## src/design/b64u_pkg.sv

```systemverilog
package b64u_pkg;

  localparam logic [15:0] CrcPoly   = 16'h1021;
  localparam logic [7:0]  TagMask   = 8'h7F;
  localparam logic [7:0]  TagBounce = 8'h11;
  localparam logic [7:0]  TagPlain  = 8'h51;
  localparam logic [5:0]  AddrChars = 6'd48;
  localparam logic [5:0]  AddrBytes = 6'd36;
  localparam logic [5:0]  CrcBytes  = 6'd34;
  localparam logic [5:0]  CrcHiIdx  = 6'd34;
  localparam logic [5:0]  CrcLoIdx  = 6'd35;
  localparam logic [5:0]  CountMax  = 6'd63;

  typedef enum logic [2:0] {
    ST_OK       = 3'd0,
    ST_BAD_LEN  = 3'd1,
    ST_BAD_CHAR = 3'd2,
    ST_BAD_TAG  = 3'd3,
    ST_BAD_CRC  = 3'd4
  } status_e;

  typedef struct packed {
    logic [7:0] char_code;
    logic       last;
  } in_t;

  typedef struct packed {
    logic              valid_res;
    logic [2:0]        status;
    logic [7:0]        tag_value;
    logic signed [7:0] workchain;
  } out_t;

  typedef struct packed {
    logic [5:0] value;
    logic       bad;
  } sext_t;

  // One byte of CRC16-XMODEM, MSB first.
  function automatic logic [15:0] crc_byte(logic [15:0] crc, logic [7:0] data);
    logic [15:0] r;
    r = crc ^ {data, 8'h00};
    for (int k = 0; k < 8; k++) begin
      if (r[15]) begin
        r = {r[14:0], 1'b0} ^ CrcPoly;
      end else begin
        r = {r[14:0], 1'b0};
      end
    end
    return r;
  endfunction

endpackage

```

## src/design/b64u_core.sv

```systemverilog
module b64u_core (
  input  logic            clk_i,
  input  logic            rst_ni,
  input  logic            step_i,
  input  logic            last_i,
  input  b64u_pkg::sext_t sext_i,
  output b64u_pkg::out_t  res_o
);
  import b64u_pkg::*;

  logic [5:0]  pend_bits_q, pend_bits_d;
  logic [2:0]  pend_cnt_q, pend_cnt_d;
  logic [5:0]  char_cnt_q, char_cnt_d;
  logic        bad_q, bad_d;
  logic [5:0]  byte_idx_q, byte_idx_d;
  logic [7:0]  tag_q, tag_d;
  logic [7:0]  wc_q, wc_d;
  logic [15:0] crc_run_q, crc_run_d;
  logic [15:0] crc_rx_q, crc_rx_d;

  logic [11:0] acc;
  logic [3:0]  cnt6;
  logic [2:0]  shift;
  logic [11:0] rem_mask;
  logic [7:0]  byte_val;
  logic        byte_en;
  logic        take;
  logic [7:0]  tag_base;
  status_e     status;

  always_comb begin
    char_cnt_d = (char_cnt_q != CountMax) ? char_cnt_q + 6'd1 : char_cnt_q;
    bad_d      = bad_q | sext_i.bad;

    // Pack the new six bits behind the pending ones; emit a byte at eight.
    acc      = {pend_bits_q, sext_i.value};
    cnt6     = {1'b0, pend_cnt_q} + 4'd6;
    byte_en  = cnt6 >= 4'd8;
    shift    = byte_en ? 3'(cnt6 - 4'd8) : 3'(cnt6);
    byte_val = 8'(acc >> shift);
    rem_mask = (12'd1 << shift) - 12'd1;
    pend_bits_d = byte_en ? 6'(acc & rem_mask) : sext_i.value;
    pend_cnt_d  = shift;

    byte_idx_d = byte_idx_q;
    tag_d      = tag_q;
    wc_d       = wc_q;
    crc_run_d  = crc_run_q;
    crc_rx_d   = crc_rx_q;
    take       = byte_en && (byte_idx_q < AddrBytes);
    if (take) begin
      byte_idx_d = byte_idx_q + 6'd1;
      if (byte_idx_q == 6'd0) begin
        tag_d = byte_val;
      end
      if (byte_idx_q == 6'd1) begin
        wc_d = byte_val;
      end
      if (byte_idx_q < CrcBytes) begin
        crc_run_d = crc_byte(crc_run_q, byte_val);
      end
      if (byte_idx_q == CrcHiIdx) begin
        crc_rx_d = {byte_val, crc_rx_q[7:0]};
      end
      if (byte_idx_q == CrcLoIdx) begin
        crc_rx_d = {crc_rx_q[15:8], byte_val};
      end
    end

    // Checks in priority order, on the state after this character.
    tag_base = tag_d & TagMask;
    if (char_cnt_d != AddrChars) begin
      status = ST_BAD_LEN;
    end else if (bad_d) begin
      status = ST_BAD_CHAR;
    end else if (tag_base != TagBounce && tag_base != TagPlain) begin
      status = ST_BAD_TAG;
    end else if (crc_run_d != crc_rx_d) begin
      status = ST_BAD_CRC;
    end else begin
      status = ST_OK;
    end

    res_o.valid_res = (status == ST_OK);
    res_o.status    = status;
    res_o.tag_value = tag_d;
    res_o.workchain = wc_d;
  end

  // Advance on each word; clear everything after the final one.
  always_ff @(posedge clk_i or negedge rst_ni) begin
    if (!rst_ni) begin
      pend_bits_q <= '0;
      pend_cnt_q  <= '0;
      char_cnt_q  <= '0;
      bad_q       <= 1'b0;
      byte_idx_q  <= '0;
      tag_q       <= '0;
      wc_q        <= '0;
      crc_run_q   <= '0;
      crc_rx_q    <= '0;
    end else if (step_i) begin
      if (last_i) begin
        pend_bits_q <= '0;
        pend_cnt_q  <= '0;
        char_cnt_q  <= '0;
        bad_q       <= 1'b0;
        byte_idx_q  <= '0;
        tag_q       <= '0;
        wc_q        <= '0;
        crc_run_q   <= '0;
        crc_rx_q    <= '0;
      end else begin
        pend_bits_q <= pend_bits_d;
        pend_cnt_q  <= pend_cnt_d;
        char_cnt_q  <= char_cnt_d;
        bad_q       <= bad_d;
        byte_idx_q  <= byte_idx_d;
        tag_q       <= tag_d;
        wc_q        <= wc_d;
        crc_run_q   <= crc_run_d;
        crc_rx_q    <= crc_rx_d;
      end
    end
  end

endmodule

```

## config.mk

```make
export PLATFORM = sky130hd
export DESIGN_NAME = b64u_core
export DESIGN_NICKNAME = d
export VERILOG_FILES = /design/src/design/b64u_pkg.sv /design/src/design/b64u_core.sv
export SDC_FILE = /design/constraint.sdc
export NUM_CORES = 1
export LEC_CHECK = 0
export ABC_AREA = 1
export BUFFER_PORTS_ARGS = -buffer_cell sky130_fd_sc_hd__buf_2
export CAP_MARGIN = 40
export CORE_ASPECT_RATIO = 1.5
export CORE_MARGIN = 1
export CORE_UTILIZATION = 57
export CTS_BUF_LIST = sky130_fd_sc_hd__clkbuf_4 sky130_fd_sc_hd__clkbuf_8
export DETAILED_ROUTE_END_ITERATION = 16
export GPL_ROUTABILITY_DRIVEN = 0
export GPL_TIMING_DRIVEN = 0
export PLACE_DENSITY = 0.79
export SLEW_MARGIN = 25
export SYNTH_ARGS = -nofsm -noshare
export SYNTH_HDL_FRONTEND = slang
export SYNTH_SLANG_ARGS = --single-unit
```

## constraint.sdc

```tcl
create_clock -name clk_i -period 2.5 [get_ports clk_i]
set_input_delay 0.25 -clock clk_i [delete_from_list [all_inputs] [get_ports clk_i]]
set_output_delay 0.25 -clock clk_i [all_outputs]
set_load 0.005 [all_outputs]
```

==> metrics.txt, run 1 <==
First-pass DRT Iterations=7; fin. max-slew vios=0; highest clock rate=approximately 320 MHz; ys async rst share=100.0%; Yosys reg bits=69; Crit Path Category=reg -> out; final worst-path cycle share=123.4%; maximum clock path buffer count=2; Yosys warnings=0; Worst-Skew Late Latency=about 0.37 ns; Most used DFF post-synth=dfrtp_1; Net Sw Frac=47.84%; Psw=around 2800 uW; final hold vios=0; die footprint=about 9100 um2; clk root buf=clkbuf_8; placed standard-cell area=5296 um2; IO Pins=31; Routed Antenna Nets=0; Die H=around 120 um; DRT iter0 DRCs=483; Tmin final=roughly 3.1 ns; final instance area=approximately 6500 um2; first-pass GRT wire length=roughly 24000 um; Initial Util=between 50% and 60%; CP Data Required Time=roughly 2.3 ns; share of cells above drive strength 1=around 35%; Clock Power Share=between 10% and 20%; clock skew=0.01036 ns; area grow syn2layout=31.03%; GRT overflow=0; cell count after synthesis=716; crit path DAT=roughly 2.8 ns; # rows=between 40 and 50; gr usage total=35.50%; Core Util, Final=77.11%; largest net degree at the start of global routing=45; Rel. slew slack=51.36%; status=finished with violations; Mean Syn Cell Area=around 6.9 um2; RSZ-0062 raised after global routing=true; final setup margin=-0.5844 ns; power after layout=5925 uW; WL/cell=approximately 18 um; Startpoint Class=register; peak supply drop=a little over 0.0007 V; number of flops mapped to enable cells by yosys=0; Cell Pwr Density=~910 nW/um2; Synth Cell Area=4951 um2; initial antenna violation count=0; Logic pwr share=between 50% and 60%; DPL Wire Length=about 11000 um; CP Max Fanout=6; Worst Tran Pin Value=0.7296 ns; cell-internal power=slightly above 3000 uW; Final #Nets=between 800 and 900; unique cell type count in the Yosys netlist=32; HP Class=in -> reg; sequential element share of the synthesized area=a little over a third; vias in the first global route=roughly 5000; Die X=roughly 78 um; Leak Pwr=approximately 0.0033 uW; # DRC=0; routed wire length=~17000 um; TritonCTS clock tree=yes; failing checks=negative setup slack; clock-pin slew on the worst setup and hold paths=around 0.080 ns; via count=around 5600; vias per std cell=6.102; CP endpoint kind=output pin; CTS buffer count=9; syn nets=around 730; Max Cap Violations=0; n_diodes=0; Sum Neg Setup Slack=-2.125 ns; H-tree levels=3; Port-buffer cells=29; final setup fails=5; dpl ws=-0.5795 ns; CTS Sinks=69; sequential share of power=approximately a quarter; core region area=between 8000 and 9000 um2
-- power by group through the flow --
stage	clock network [uW]	logic [uW]	registers, uW
2_1_floorplan	0	1740	1380
3_3_place_gp	0	2280	1400
3_5_place_dp	0	2340	1410
4_1_cts	933	2780	1390
5_1_grt	981	3780	1430
6_report	950	3550	1420
-- registers in the layout, indices dropped and copies added (netlist names) --
register,count
byte_idx_q,6
crc_run_q,16
char_cnt_q,6
bad_q,1
crc_rx_q,16
wc_q,8
tag_q,8
pend_cnt_q,2
pend_bits_q,6
-- metal layers --
layer / track usage, % / part of all wire (%)
met1: 39.22 / 36
met2: 59.94 / 49
met3: 7.344 / 8.1
met4: 27.16 / 6.9
met5: 0 / 0
-- worst max-delay path, cell delays in order, from the launching register on --
cell     delay (ns)
dfrtp_2        0.43
inv_4          0.07
buf_12         0.11
ha_4           0.21
buf_12         0.16
inv_12         0.08
nand3_4        0.10
nand2_4        0.12
nand2_1        0.06
nand2_1        0.10
nand2_1        0.08
nand2_2        0.12
nand2_2        0.09
nand3_4        0.10
nand3_1        0.08
nand2_1        0.12
nand2_1        0.06
nor2_1         0.09
nand3_1        0.08
nor2_1         0.10
buf_2          0.11
-- cell families (layout without fill, tap and decap cells) --
group,Yosys count,after routing,share of synthesized area [%]
adder cells (fa/ha/maj),7,7,1.769
AND/OR/NAND/NOR,403,403,39.88
XOR/XNOR,1,1,0.1769
buffers and inverters,122,213,10.36
AO/OA/AOI/OAI,114,114,12.94
flip-flops,69,69,34.87
-- path summary, 6_finish.rpt --
kind                          startpoint        endpoint  slack, ns  depth (start not counted)
min in group asynchronous         rst_ni   crc_run_q[12]       0.34                          2
max in group asynchronous         rst_ni   pend_cnt_q[1]       1.58                          3
max                        pend_cnt_q[1]       res_o[19]      -0.58                         20
max reg2reg                pend_cnt_q[1]    crc_run_q[7]       0.25                         17
min                            sext_i[2]  pend_bits_q[1]       0.17                          3
min reg2reg                      wc_q[3]         wc_q[3]       0.49                          2
-- repair_timing --
item,4_1_cts,5_1_grt
gates resized for setup,56,110
hold endpoints to repair,25,0
setup buffers,27,17
hold buffers,1,0
pin swaps,40,68
endpoints found under the setup margin,21,8
gates cloned,2,0
-- Yosys cell counts, types with 2 or more instances --
| cell | count | area share [%] |
|---|---|---|
| nand2_1 | 223 | 17 |
| inv_1 | 84 | 6.4 |
| dfrtp_1 | 69 | 35 |
| nand3_1 | 68 | 6.9 |
| o21ai_0 | 57 | 5.8 |
| nand2_2 | 39 | 4.9 |
| o22ai_1 | 34 | 4.3 |
| nor2_1 | 24 | 1.8 |
| clkbuf_1 | 14 | 1.1 |
| nand3_2 | 14 | 2.8 |
| inv_2 | 13 | 0.99 |
| o21ai_1 | 10 | 1.0 |
| nand4_1 | 9 | 1.1 |
| a21oi_1 | 8 | 0.81 |
| nand2_4 | 8 | 1.8 |
| ha_1 | 7 | 1.8 |
| buf_6 | 6 | 1.4 |
| nand3_4 | 4 | 1.4 |
| nand3b_1 | 4 | 0.61 |
| nor3_1 | 4 | 0.40 |
| buf_2 | 3 | 0.30 |
| o21ai_2 | 3 | 0.53 |
| nor3b_1 | 2 | 0.30 |
-- stage by stage --
step	std cells	hold slack [ns]
6_report	914	0.1669
5_1_grt	914	0.1650
4_1_cts	898	0.1522
3_5_place_dp	853	0.1977
3_3_place_gp	852	0.4626
2_1_floorplan	716	-0.04559
-- placed cells by master, fill, tap and decap left out, types with 2 or more instances in the layout --
master    instances
clkbuf_8         10
nand2_4          34
nor2_1           20
inv_2            16
nand3_4          18
nor2_2            5
buf_6             6
nand3_2          17
nor3_1            4
o21ai_2          12
nand2_1         172
ha_1              5
buf_12            4
nand2_8           4
inv_1            80
clkinv_2          2
nor3b_1           2
ha_4              2
o21ai_4           3
o21ai_1          11
nand4_1           9
o21ai_0          44
nand2_2          60
buf_2            31
nand3b_1          4
nand3_1          51
dfrtp_1          68
a21oi_1           8
buf_4            43
clkbuf_1         13
o22ai_1          34
-- area by class of cell --
type                       count  area [um2]
timing repair buffer          75       548.0
multi-input combinational    525        3326
fill                         574        1926
clock buffer                  11       145.1
timing repair inverter         1       11.26
sequential                    69        1728
buffer                        24       163.9
clock inverter                 4       48.80
inverter                      98       382.9
tap                          107       133.9
Power figures use the tool's default switching activity.
==> run 2, diff against run 1 <==
Settings changed: CORE_ASPECT_RATIO 1.5 to 0.9.
==> metrics.txt, run 2 (same netlist as run 1, synthesis figures left out) <==
status=finished with violations; failing checks=negative setup slack; highest clock rate=308.0 MHz (-5.0%); routed wire length=17690 um (+4.7%); Routed Antenna Nets=0 (unchanged); DPL Wire Length=10540 um (+0.25%); Worst Hold Depth=3 (unchanged); CTS buffer count=9 (unchanged); Initial Util=60.21% (+1.4 points); DRT iter0 DRCs=756 (+57%); Crit Path Category=reg -> out; WL met3=2021 um (+47%); final worst-path cycle share=129.9% (+6.5 points); Tmin final=3.247 ns (+0.1624 ns); CP Data Required Time=2.25 ns (about the same); register-to-register setup slack=-0.68 ns (-0.93 ns); commonest cells after routing, fill and taps aside=nand2_1, inv_1, dfrtp_1; most common cell after layout, fill and taps aside=nand2_1; top layer in use=met4; fin. max-slew vios=0 (unchanged); CP Max Fanout=6 (unchanged); DP Cell Count=861 (+0.94%); Worst Tran Pin Value=0.8478 ns (+0.1182 ns); Worst Reg-to-Reg Cells=22 (+5); final setup fails=6 (+1); Max Cap Violations=0 (unchanged); core region area=8223 um2 (-2.3%); Worst-Skew Late Latency=0.36 ns (about the same); maximum clock path buffer count=2 (unchanged); final setup margin=-0.7468 ns (-0.1624 ns); largest net degree at the start of global routing=53 (+18%); area grow syn2layout=32.15%; Startpoint Class=register; vias in the first global route=5488 (+9.5%); Metal-1 WL=6307 um (+3.0%); routed wl met2=8118 um (-1.4%); IO Pins=31 (unchanged); Die X=100.2 um (+28%); share of cells above drive strength 1=34.69% (+0.11 points); worst setup path end=res_o[19]; # DRC=0 (unchanged); Leak Pwr=0.003301 uW (-0.10%); biggest registers after layout=crc_run_q x16, crc_rx_q x16; H-tree levels=3 (unchanged); worst r2r dst=crc_run_q[2]; worst hold margin=0.1592 ns (-0.007718 ns); Die H=90.42 um (-22%); TritonCTS clock tree=yes; WL/cell=19.06 um (+3.1%); CP endpoint kind=output pin; non-filler instance count after layout=928 (+1.5%); Sum Neg Setup Slack=-3.426 ns (-1.302 ns); reg2reg start=pend_cnt_q[1]; # rows=31 (-24%); peak supply drop=0.0005840 V (-18%); vias per std cell=6.176 (+1.2%); clock-pin slew on the worst setup and hold paths=0.08 ns (about the same); die footprint=9063 um2 (about the same); CTS Sinks=69 (unchanged); Core Util, Final=79.56% (+2.5 points); final hold vios=0 (unchanged); Rel. slew slack=43.48% (-7.9 points); First-pass DRT Iterations=6 (-1); crit path DAT=3.00 ns (+0.17 ns); first-pass GRT wire length=25960 um (+6.7%); HP Class=in -> reg; CP Launch Point=pend_cnt_q[1]; clock skew=0.01101 ns (+0.0006495 ns); Cell Pwr Density=927.0 nW/um2 (+1.5%); GRT overflow=0 (unchanged); n_diodes=0 (unchanged); gr usage total=36.77% (+1.3 points); Port-buffer cells=29 (unchanged); via count=5731 (+2.8%); Final #Nets=826 (+0.61%); initial antenna violation count=0 (unchanged); RSZ-0062 raised after global routing=true; clk root buf=clkbuf_8
-- run 2: metal layers --
layer,vias to the layer above,track usage (%)
li1,2525,-
met1,2660,44.79
met2,401,59.70
met3,145,9.056
met4,0,19.57
met5,-,0
-- run 2: final cells by class --
class	instances	area (um2)
multi-input cells	525	3292
flip-flops and latches	69	1728
fillers	548	1680
repair buffers	80	613.1
inverters	98	382.9
plain buffers	24	163.9
well taps	115	143.9
clock buffers	10	131.4
clock inverters	6	71.32
repair inverters	1	16.27
-- run 2: what timing repair did --
action / in CTS / in global routing
setup endpoints to repair: 20 / 13
buffers inserted: 35 / 14
resized for setup: 67 / 98
hold buffers: 1 / 0
gates cloned: 2 / 0
hold endpoints to repair: 17 / 0
pin swaps: 36 / 44
-- run 2: worst min path at each step --
stage	to	start
finish	pend_bits_q[0]	sext_i[1]
global route	pend_bits_q[0]	sext_i[1]
CTS	pend_bits_q[0]	sext_i[1]
detailed placement	pend_bits_q[1]	rst_ni
global placement	wc_q[3]	wc_q[3]
floorplan	bad_q	rst_ni
-- run 2: critical path, stage by stage, from the launching register on --
cell	delay (ns)
dfrtp_2	0.43
inv_4	0.07
buf_12	0.11
ha_4	0.22
buf_12	0.16
clkinv_8	0.07
nand3_4	0.17
nand2_8	0.15
nand2_4	0.06
nand2_4	0.07
nand2_4	0.08
buf_4	0.14
nand4_1	0.12
nand2_1	0.12
nand2_1	0.10
nand2_1	0.09
nor2_1	0.12
nand3_1	0.10
nor2_2	0.14
buf_2	0.13
-- run 2: metrics by stage --
stage / area [um2] / total power, uW / setup slack, ns
after floorplan: 4987 / 3120 / 0.003761
after global placement: 5276 / 3660 / -0.5446
after detailed placement: 5306 / 3761 / -0.6087
after CTS: 6118 / 5302 / -0.5280
after global routing: 6543 / 6349 / -0.8217
final: 6543 / 6065 / -0.7468
-- run 2: power breakdown --
part	switching [uW]	internal, uW	total, uW
logic	2280	1380	3660
clock network	503	481	984
registers	151	1270	1420
